===== src/hdl/npbl_ram.sv =====
module npbl_ram #(
   parameter int WIDTH     = 8,
   parameter int DEPTH     = 16,
   parameter int ADDR_BITS = $clog2(DEPTH)
) (
   input  logic                 clock,
   input  logic                 wr_en,
   input  logic [ADDR_BITS-1:0] wr_addr,
   input  logic [WIDTH-1:0]     wr_data,
   input  logic [ADDR_BITS-1:0] rd_addr,
   output logic [WIDTH-1:0]     rd_data
);

   logic [WIDTH-1:0] mem_ff [DEPTH];
   logic [WIDTH-1:0] rd_data_ff;

   always_ff @(posedge clock) begin
      if (wr_en) begin
         mem_ff[wr_addr] <= wr_data;
      end
      rd_data_ff <= mem_ff[rd_addr];
   end

   assign rd_data = rd_data_ff;

endmodule


===== config.mk =====
export PLATFORM = sky130hd
export DESIGN_NAME = npbl_ram
export DESIGN_NICKNAME = d
export VERILOG_FILES = /design/src/hdl/npbl_ram.sv
export SDC_FILE = /design/constraint.sdc
export NUM_CORES = 1
export LEC_CHECK = 0
export ABC_CLOCK_PERIOD_IN_PS = 1450
export BUFFER_PORTS_ARGS = -buffer_cell sky130_fd_sc_hd__buf_2
export CELL_PAD_IN_SITES_DETAIL_PLACEMENT = 0
export CELL_PAD_IN_SITES_GLOBAL_PLACEMENT = 2
export CORE_ASPECT_RATIO = 1.1
export CORE_MARGIN = 3
export CORE_UTILIZATION = 43
export DETAILED_ROUTE_END_ITERATION = 8
export PLACE_DENSITY = 0.85
export SLEW_MARGIN = 15
export SYNTH_ARGS = -nofsm -noshare
export SYNTH_HDL_FRONTEND = slang
export SYNTH_SLANG_ARGS = --single-unit

===== constraint.sdc =====
create_clock -name clock -period 1.45 [get_ports clock]
set_clock_uncertainty 0.05 [all_clocks]
set_input_delay 0.0725 -clock clock [delete_from_list [all_inputs] [get_ports clock]]
set_output_delay 0.0725 -clock clock [all_outputs]
set_load 0.01 [all_outputs]

==> metrics.md <==
| Metric | Value |
|---|---|
| Status | finished, final reports clean |
| Synth cell types | 19 |
| Pwr dens | 1500 nW/µm² |
| Final worst-path cycle share | 0.965 |
| Avg Cell Area, Syn | 22.5 µm² |
| Max-capacitance violation count | 0 |
| Tot GR Track Use | 0.156 |
| Setup violations, final | 0 |
| Die H | 121 µm |
| Final Total Pwr | 9.40 mW |
| Count leader, synth | edfxtp_1 |
| Startpoint types | flop |
| HP Class | in2reg |
| WL final | 9110 µm |
| CTS tree | yes |
| R2R Path Start | mem_ff[3][7] |
| Crit. Startpoint | mem_ff[3][7] |
| Fmax | 0.715 GHz |
| Core ar. | 11600 µm² |
| Hold path start | wr_data[4] |
| Port Buf Inserts | 25 |
| Sequential Power Share | 0.470 |
| Yosys reg bits | 136 |
| RSZ-0062 raised after global routing | false |
| Initial core utilization | 0.444 |
| Antenna Cells | 0 |
| Dominant cell type by area after synthesis | edfxtp_1 |
| Layout cells sized above 1 | 0.322 |
| Initial drt markers | 211 |
| Clock Latency Late Sink | 410 ps |
| Detailed Place HPWL | 5890 µm |
| Final nets | 309 |
| Syn nets | 247 |
| Placed Cells | 416 |
| Die X | 110 µm |
| Int Power | 7.61 mW |
| Primary FF master, synth | edfxtp_1 |
| Max-slew headroom | 0.515 |
| Setup TNS | 0 ps |
| CP max stage delay | 480 ps |
| Clock root buffer | clkbuf_16 |
| Worst VDD drop | 0.871 mV |
| H-tree Lvls | 4 |
| Crit path max-delay family | multiplexers |
| Layout Cells excl Fill | 454 |
| Critical path cell sequence | mux4_2, a22oi_1, nand2_1 |
| Via count | 2413 |
| Commonest cells post-synth | edfxtp_1, mux4_2, a22oi_1 |
| Die area | 13300 µm² |
| First-pass GRT wire length | 14400 µm |
| Worst EP required | 1690 ps |
| Fill cells | 906 |
| WL/cell | 20.1 µm |
| Critical path type | reg2reg |
| Logic gate share of total power | 0.046 |
| Synth-to-Final Area Change | 22.0% |
| Num Clock Sinks | 136 |
| FF/Latch Area | 4000 µm² |
| Highest net fanout along the worst path | 1 |
| Mapped Cells | 229 |
| Worst path buffer plus inverter count | 0 |
| Fraction of registers with async set/reset | 0 |
| Leak | 2.15 nW |
| Area of the multi-input gates | 1070 µm² |
| Clk pwr share | 0.484 |
| Drt pass-1 iters | 4 |
| GP Congestion | 0.746 |
| Max stage delay cell, worst path | mux4_2 |
| Number of vias per cell | 5.31 |
| Fin. Hold Viols | 0 |
| Top-Level Pins | 26 |
| Slew Limit Fails | 0 |
| Final Util | 0.542 |
| Reg clk slew, reported paths | 60 ps |
| Synth Cell Area | 5150 µm² |
| Post-synth top area share | 0.747 |
| Number of synthesized flops with an enable pin | 128 |
| Post-route DRC | 0 |
| Min cycle time layout | 1400 ps |
| Synth area leaders | edfxtp_1, mux4_2, mux4_1 |
| FP Rows | 41 |
| Worst Max-Slew Pin Slew | 725 ps |
| Critical Path AT | 1640 ps |
| CTS buffer count | 17 |
| Initial antenna violation count | 0 |
| Clock tree buffer depth | 2 |
| Largest net degree at the start of global routing | 19 |
| NetSw | 1.79 mW |
| Number of global-route vias before repair | 2521 |
| Sw Ratio | 0.190 |
| Share of the yosys chip area belonging to registers | 0.778 |
| Grt ovf | 0 |
| CP endpoint kind | flop |
| Yosys warnings | 0 |
| Post-DRT Antenna Nets | 0 |
[registers in the layout, summed over array words and instances, names as in the netlist]
name     cells
mem_ff     128
rd_data      8
[worst register-to-register path, cell delays in order, from the launching register on]
cell	delay, ps
edfxtp_1	360
mux4_2	480
a22oi_1	280
nand2_1	110
[metrics by stage]
| step | hold WS, ps | area [µm²] | worst slack [ps] |
|---|---|---|---|
| 2_1_floorplan | 121 | 5150 | 61.4 |
| 3_5_place_dp | 418 | 5580 | -92.7 |
| 5_1_grt | 13.7 | 6280 | 1.76 |
| 6_report | 11.8 | 6280 | 50.5 |
| 3_3_place_gp | 409 | 5580 | -58.4 |
| 4_1_cts | 0.747 | 6270 | 10.5 |
[cell usage in the layout, fill, tap and decap left out, drive strengths merged]
master	instances
a22oi	16
and2	1
and2b	1
buf	47
bufinv	5
clkbuf	17
clkinv	6
clkinvlp	4
dfxtp	8
dlygate4sd3	6
edfxtp	128
mux4	32
nand2	9
nand2b	2
nand3	1
nand3b	2
nor2	13
nor2b	1
nor3	4
or3b	1
[logic make-up after synthesis]
family,synth area share
flops,0.778
simple gates,0.0318
mux,0.150
compound gates,0.0233
buf+inv,0.0168
[power by group through the flow]
| stage | clock network, mW | logic [mW] | registers (mW) |
|---|---|---|---|
| 5_1_grt | 4.80 | 0.469 | 4.43 |
| 4_1_cts | 4.63 | 0.439 | 4.42 |
| 6_report | 4.55 | 0.428 | 4.42 |
| 2_1_floorplan | 0 | 0.223 | 4.51 |
| 3_5_place_dp | 0 | 0.425 | 4.50 |
| 3_3_place_gp | 0 | 0.415 | 4.50 |
[what timing repair did]
| action | CTS | global route |
|---|---|---|
| hold endpoints to repair | 76 | 0 |
| setup endpoints to repair | 0 | 1 |
| buffers inserted | 0 | 0 |
| hold buffers | 6 | 0 |
| gates resized for setup | 0 | 1 |
[final cells by class]
| class | instances | area share |
|---|---|---|
| Clock inverter | 15 | 0.0331 |
| Tap cell | 150 | 0.0299 |
| Clock buffer | 17 | 0.0677 |
| Timing Repair Buffer | 53 | 0.0618 |
| Sequential cell | 136 | 0.638 |
| Multi-Input combinational cell | 83 | 0.170 |
[final timing paths]
check | to | slack, ps | cells past startpoint
worst min register to register | rd_data[1] | 610 | 3
worst max register to register | rd_data[7] | 50 | 3
worst min-delay path | mem_ff[3][4] | 10 | 1
worst max-delay path | rd_data[7] | 50 | 3
[routing by layer]
layer | GRT usage | wire (µm)
met5 | 0 | 0
met4 | 0.0624 | 165
met3 | 0.0497 | 413
met2 | 0.246 | 4630
met1 | 0.200 | 3900
Power figures use the tool's default switching activity.
