<file path="config.mk">
export PLATFORM = sky130hd
export DESIGN_NAME = npbl_dist_unit
export DESIGN_NICKNAME = d
export VERILOG_FILES = /design/src/hdl/npbl_pkg.sv /design/src/hdl/npbl_dist_unit.sv
export SDC_FILE = /design/constraint.sdc
export NUM_CORES = 1
export LEC_CHECK = 0
export BUFFER_PORTS_ARGS = -buffer_cell sky130_fd_sc_hd__buf_4
export CAP_MARGIN = 20
export CORE_ASPECT_RATIO = 1.4
export CORE_MARGIN = 5
export CORE_UTILIZATION = 65
export DETAILED_ROUTE_END_ITERATION = 7
export PLACE_DENSITY = 0.84
export SETUP_SLACK_MARGIN = 0.5
export SYNTH_ARGS = -nofsm -noshare
export SYNTH_HDL_FRONTEND = slang
export SYNTH_SLANG_ARGS = --single-unit
export TNS_END_PERCENT = 1
</file>
<file path="constraint.sdc">
create_clock -name clock -period 12.95 [get_ports clock]
set_input_delay 0.6475 -clock clock [delete_from_list [all_inputs] [get_ports clock]]
set_output_delay 0.6475 -clock clock [all_outputs]
set_load 0.05 [all_outputs]
</file>
<file path="src/hdl/npbl_pkg.sv">
package npbl_pkg;

   localparam int TABLE_DEPTH    = 4096;
   localparam int COORD_BITS     = 16;
   localparam int BIN_BITS       = 8;
   localparam int BIN_OUT_BITS   = BIN_BITS + 1;
   localparam int INDEX_BITS     = 12;
   localparam int COUNT_BITS     = 13;
   localparam int LIMIT_BITS     = 35;
   localparam int CSR_DATA_BITS  = 35;
   localparam int CSR_INDEX_BITS = 1;

   localparam int ADDR_BITS = $clog2(TABLE_DEPTH);
   localparam int SCAN_BITS = ADDR_BITS + 1;

   // Distance datapath widths: difference, magnitude, square and sum.
   localparam int DIFF_BITS = COORD_BITS + 1;
   localparam int MAG_BITS  = COORD_BITS + 1;
   localparam int SQ_BITS   = 2 * COORD_BITS + 1;
   localparam int SUM_BITS  = SQ_BITS + 1;
   localparam int DIST_BITS = (SUM_BITS > LIMIT_BITS) ? SUM_BITS : LIMIT_BITS;

   localparam logic [LIMIT_BITS-1:0] LIMIT_RESET = 35'd1677721600;

   localparam logic MODE_LOAD  = 1'b0;
   localparam logic MODE_QUERY = 1'b1;

   typedef enum logic [CSR_INDEX_BITS-1:0] {
      CSR_ENTRY_COUNT    = 1'b0,
      CSR_DISTANCE_LIMIT = 1'b1
   } csr_index_type;

   typedef struct packed {
      logic                         mode;
      logic [INDEX_BITS-1:0]        entry_index;
      logic signed [COORD_BITS-1:0] coord_a;
      logic signed [COORD_BITS-1:0] coord_b;
      logic signed [BIN_BITS-1:0]   entry_bin;
   } req_word_type;

   typedef struct packed {
      logic signed [BIN_OUT_BITS-1:0] bin_result;
      logic [INDEX_BITS-1:0]          nearest_index;
      logic                           within_limit;
   } rsp_word_type;

   typedef struct packed {
      logic signed [COORD_BITS-1:0] point_a;
      logic signed [COORD_BITS-1:0] point_b;
      logic signed [BIN_BITS-1:0]   bin;
   } table_word_type;

   localparam int TABLE_WORD_BITS = $bits(table_word_type);

   typedef struct packed {
      logic                  valid;
      logic                  busy;
      logic [ADDR_BITS-1:0]  index;
      logic [DIST_BITS-1:0]  distance;
   } dist_out_type;

endpackage

</file>
<file path="src/hdl/npbl_dist_unit.sv">
module npbl_dist_unit import npbl_pkg::*; (
   input  logic                         clock,
   input  logic                         reset,
   input  logic                         in_valid,
   input  logic [ADDR_BITS-1:0]         in_index,
   input  logic signed [COORD_BITS-1:0] entry_a,
   input  logic signed [COORD_BITS-1:0] entry_b,
   input  logic signed [COORD_BITS-1:0] query_a,
   input  logic signed [COORD_BITS-1:0] query_b,
   output dist_out_type                 dist_out
);

   // Stage 1: differences.
   logic                        s1_valid_ff, s1_valid_in;
   logic [ADDR_BITS-1:0]        s1_index_ff;
   logic signed [DIFF_BITS-1:0] s1_diff_a_ff, s1_diff_a_in;
   logic signed [DIFF_BITS-1:0] s1_diff_b_ff, s1_diff_b_in;
   // Stage 2: squares.
   logic                        s2_valid_ff, s2_valid_in;
   logic [ADDR_BITS-1:0]        s2_index_ff;
   logic [SQ_BITS-1:0]          s2_sq_a_ff, s2_sq_a_in;
   logic [SQ_BITS-1:0]          s2_sq_b_ff, s2_sq_b_in;
   // Stage 3: sum.
   logic                        s3_valid_ff, s3_valid_in;
   logic [ADDR_BITS-1:0]        s3_index_ff;
   logic [DIST_BITS-1:0]        s3_dist_ff, s3_dist_in;

   logic [MAG_BITS-1:0]         mag_a, mag_b;
   logic [2*MAG_BITS-1:0]       prod_a, prod_b;

   always_comb begin
      s1_valid_in  = in_valid;
      s1_diff_a_in = DIFF_BITS'(entry_a) - DIFF_BITS'(query_a);
      s1_diff_b_in = DIFF_BITS'(entry_b) - DIFF_BITS'(query_b);

      mag_a  = s1_diff_a_ff[DIFF_BITS-1] ? MAG_BITS'(-s1_diff_a_ff) : MAG_BITS'(s1_diff_a_ff);
      mag_b  = s1_diff_b_ff[DIFF_BITS-1] ? MAG_BITS'(-s1_diff_b_ff) : MAG_BITS'(s1_diff_b_ff);
      prod_a = mag_a * mag_a;
      prod_b = mag_b * mag_b;
      s2_valid_in = s1_valid_ff;
      s2_sq_a_in  = prod_a[SQ_BITS-1:0];
      s2_sq_b_in  = prod_b[SQ_BITS-1:0];

      s3_valid_in = s2_valid_ff;
      s3_dist_in  = DIST_BITS'({1'b0, s2_sq_a_ff} + {1'b0, s2_sq_b_ff});
   end

   always_ff @(posedge clock) begin
      s1_index_ff  <= in_index;
      s1_diff_a_ff <= s1_diff_a_in;
      s1_diff_b_ff <= s1_diff_b_in;
      s2_index_ff  <= s1_index_ff;
      s2_sq_a_ff   <= s2_sq_a_in;
      s2_sq_b_ff   <= s2_sq_b_in;
      s3_index_ff  <= s2_index_ff;
      s3_dist_ff   <= s3_dist_in;
      if (reset) begin
         s1_valid_ff <= 1'b0;
         s2_valid_ff <= 1'b0;
         s3_valid_ff <= 1'b0;
      end else begin
         s1_valid_ff <= s1_valid_in;
         s2_valid_ff <= s2_valid_in;
         s3_valid_ff <= s3_valid_in;
      end
   end

   assign dist_out.valid    = s3_valid_ff;
   assign dist_out.busy     = s1_valid_ff | s2_valid_ff | s3_valid_ff;
   assign dist_out.index    = s3_index_ff;
   assign dist_out.distance = s3_dist_ff;

endmodule

</file>
==> summary.md <==
| Metric | Value |
|---|---|
| Critical path type | `flop to flop` |
| CTS clk-pin slew, worst paths | `0.08 ns` |
| DRT iter0 DRCs | `682` |
| Antenna fix cells | `0` |
| CP peak stage delay | `0.85 ns` |
| Post-synthesis mux area share | `0.000444` |
| Grt total ovfl | `0` |
| First-pass GRT wire length | `86.8 mm` |
| RSZ-0062 raised after global routing | `no` |
| Hold WC Path Type | `input port to flop` |
| Peak Freq | `0.112 GHz` |
| Synth Area in Compound Gates | `0.0822` |
| Ranking of synthesized cells by area | `fa_1 34%, dfxtp_1 15%, ha_1 15%` |
| Adder-cell share of the synthesized area | `0.493` |
| CTS buffer count | `17` |
| Largest net degree at the start of global routing | `19` |
| Cell count after synthesis | `2434` |
| Starting Density | `0.660` |
| Buf/Inv on CP | `3` |
| Post-synth top area share | `0.343` |
| Setup WS pre-CTS | `4.12 ns` |
| Crit-path slowest cell | `xor2_1` |
| Finished Core Util | `0.723` |
| Hold Buf Count CTS | `0` |
| Detail Route Antenna Nets | `0` |
| Most frequent CP cell | `fa_1` |
| Final Hold Vio Count | `0` |
| Grt peak-use layer | `met2` |
| Skew-Pair Late Insertion Delay | `0.46 ns` |
| Routed WL | `51.7 mm` |
| Die width | `167 um` |
| I/O Buffers | `126` |
| Reg area | `3420 sq um` |
| Setup TNS | `0 ns` |
| Clock Skew | `0.0124 ns` |
| Die Area | `38500 sq um` |
| Clock sinks | `171` |
| Synth Area in Simple Gates | `0.108` |
| First-pass DRT Iterations | `5` |
| Met3 Track Usage GR | `0.0387` |
| GRT Total Usage | `0.279` |
| Number of max-cap violations | `0` |
| GPL Wtd Cong | `0.981` |
| Cell taking the most area after synthesis | `fa_1` |
| Met2 GRT Util | `0.541` |
| Root Driver | `clkbuf_16` |
| XOR/XNOR share of the synthesized area | `0.0563` |
| CTS tree | `done` |
| Top-Level Pins | `128` |
| Fin. max-slew vios | `0` |
| Max clock buf depth | `2` |
| DRC | `0` |
| Core area | `34100 sq um` |
| Period Utilization, post-route | `0.691` |
| Final HPWL DP | `44.3 mm` |
| Synthesized area | `22500 sq um` |
| Layout cells sized above 1 | `0.0786` |
| Crit. End Element | `flop` |
| Crit path max-delay family | `adder cells` |
| Yosys cell types | `77` |
| Arrival time worst endpoint | `9.30 ns` |
| Number of global-route vias before repair | `18848` |
| # rows | `80` |
| Post_cts resized | `0` |
| Synth Register Bits | `171` |
| Routed vias/inst | `5.44` |
| Ys async rst share | `0` |
| CP Data Required Time | `13.29 ns` |
| Dominant synthesized flop cell | `dfxtp_1` |
| Worst slew pin tran | `1.16 ns` |
| Relative slew margins | `0.223` |
| Final instance area | `24700 sq um` |
| CP Max Fanout | `12` |
| Antenna violations before repair | `1` |
| Chip height | `230 um` |
| Seq/Total Area, Yosys | `0.152` |
| Area Overhead vs Synth | `9.54%` |
| Largest family of logic cells by synthesized area | `adder cells` |
| Post-synth EDFFs | `0` |
| Clock H-tree levels | `4` |
| Filler Cells Inserted | `2537` |
| Yosys warns | `0` |
| Met1 Usage GRT | `0.281` |
| Area of placed instances | `24100 sq um` |
| # setup viols final | `0` |
| Status | `finished clean` |
| Post-CTS Setup Bufs | `0` |
| Final #Nets | `3319` |
| Multi-input combinational cell area | `16800 sq um` |
| Slack of the critical path | `4.00 ns` |
| Period minus WS final | `8.95 ns` |
| Startpoint types | `flop` |
| Vias | `16581` |
| Routed wire per std cell | `17.0 um` |
| Syn Area/Cell | `9.25 sq um` |
## cell usage after synthesis (all sizes together) (28+ instances only)
cell type / number
a21o: 33
a21oi: 65
dfxtp: 171
fa: 386
ha: 270
inv: 606
nand2: 204
nor2: 188
nor3: 28
o21ai: 65
xnor2: 98
xor2: 43
## cell families (layout without fill, tap and decap cells)
| kind of cell | count (synthesis) | in the layout |
|---|---|---|
| AOI/OAI and AO/OA | 279 | 279 |
| xor gates and xnor gates | 141 | 141 |
| adders and majority gates | 656 | 656 |
| buffers and inverters | 644 | 784 |
| DFF | 171 | 171 |
| muxes | 1 | 1 |
| other | 2 | 25 |
| and+or+nand+nor | 540 | 540 |
## routing by layer
| layer | vias to the layer above | part of all wire |
|---|---|---|
| met1 | 8136 | 0.34 |
| met5 | - | 0 |
| met3 | 173 | 0.039 |
| met2 | 495 | 0.56 |
| li1 | 7777 | - |
| met4 | 0 | 0.061 |
## cells in the final DEF, fill, tap and decap left out, drive strengths merged, types with 6 or more instances in the layout
| master | netlist | final |
|---|---|---|
| dfxtp | 171 | 171 |
| a21oi | 65 | 65 |
| nor2b | 23 | 23 |
| or3 | 12 | 12 |
| nand3 | 20 | 20 |
| o31ai | 7 | 7 |
| or4 | 6 | 6 |
| and2 | 8 | 8 |
| clkbuf | 25 | 18 |
| inv | 606 | 615 |
| clkinv | 6 | 9 |
| a21o | 33 | 33 |
| nand2b | 14 | 14 |
| a211oi | 12 | 12 |
| buf | 7 | 140 |
| fa | 386 | 386 |
| o211ai | 7 | 7 |
| nor3 | 28 | 28 |
| o21bai | 13 | 13 |
| o21ai | 65 | 65 |
| xor2 | 43 | 43 |
| o31a | 6 | 6 |
| nand2 | 204 | 204 |
| xnor2 | 98 | 98 |
| conb | 2 | 25 |
| o21a | 18 | 18 |
| a31oi | 11 | 11 |
| and3 | 11 | 11 |
| ha | 270 | 270 |
| nor2 | 188 | 188 |
## final timing paths
kind	endpoint	start	slack (ns)	cells after the start
hold / removal	s1_index_ff[1]	in_index[1]	0.28	1
setup / recovery	s2_sq_a_ff[31]	s1_diff_a_ff[0]	4.00	25
hold reg to reg	s2_index_ff[7]	s1_index_ff[7]	0.32	0
setup reg to reg	s2_sq_a_ff[31]	s1_diff_a_ff[0]	4.00	25
## state kept, by name, indices dropped and copies added, names as in the netlist
signal and count:
s2_sq_b_ff 32, s1_diff_b_ff 17, s3_index_ff 12, s2_sq_a_ff 32, s1_valid_ff 1, s3_dist_ff 34, s1_index_ff 12, s2_valid_ff 1
s3_valid_ff 1, s1_diff_a_ff 17, s2_index_ff 12
## per-stage QoR
stage               instances  hold WS (ns)
floorplan                2457         0.310
global placement         3016         0.310
detailed placement       3016         0.312
CTS                      3048         0.266
global route             3048         0.266
finish                   3048         0.280
## layout make-up
cell class | instances | share of cell area
multi-input combinational | 1642 | 0.679
sequential | 171 | 0.139
inverter | 612 | 0.0932
timing repair buffer | 140 | 0.0426
tap | 451 | 0.0229
clock buffer | 18 | 0.0178
clock inverter | 14 | 0.00583
Power is left out: the tool's default activity adds up to more than one toggle a clock period on the data nets, which glitch-free logic cannot reach.
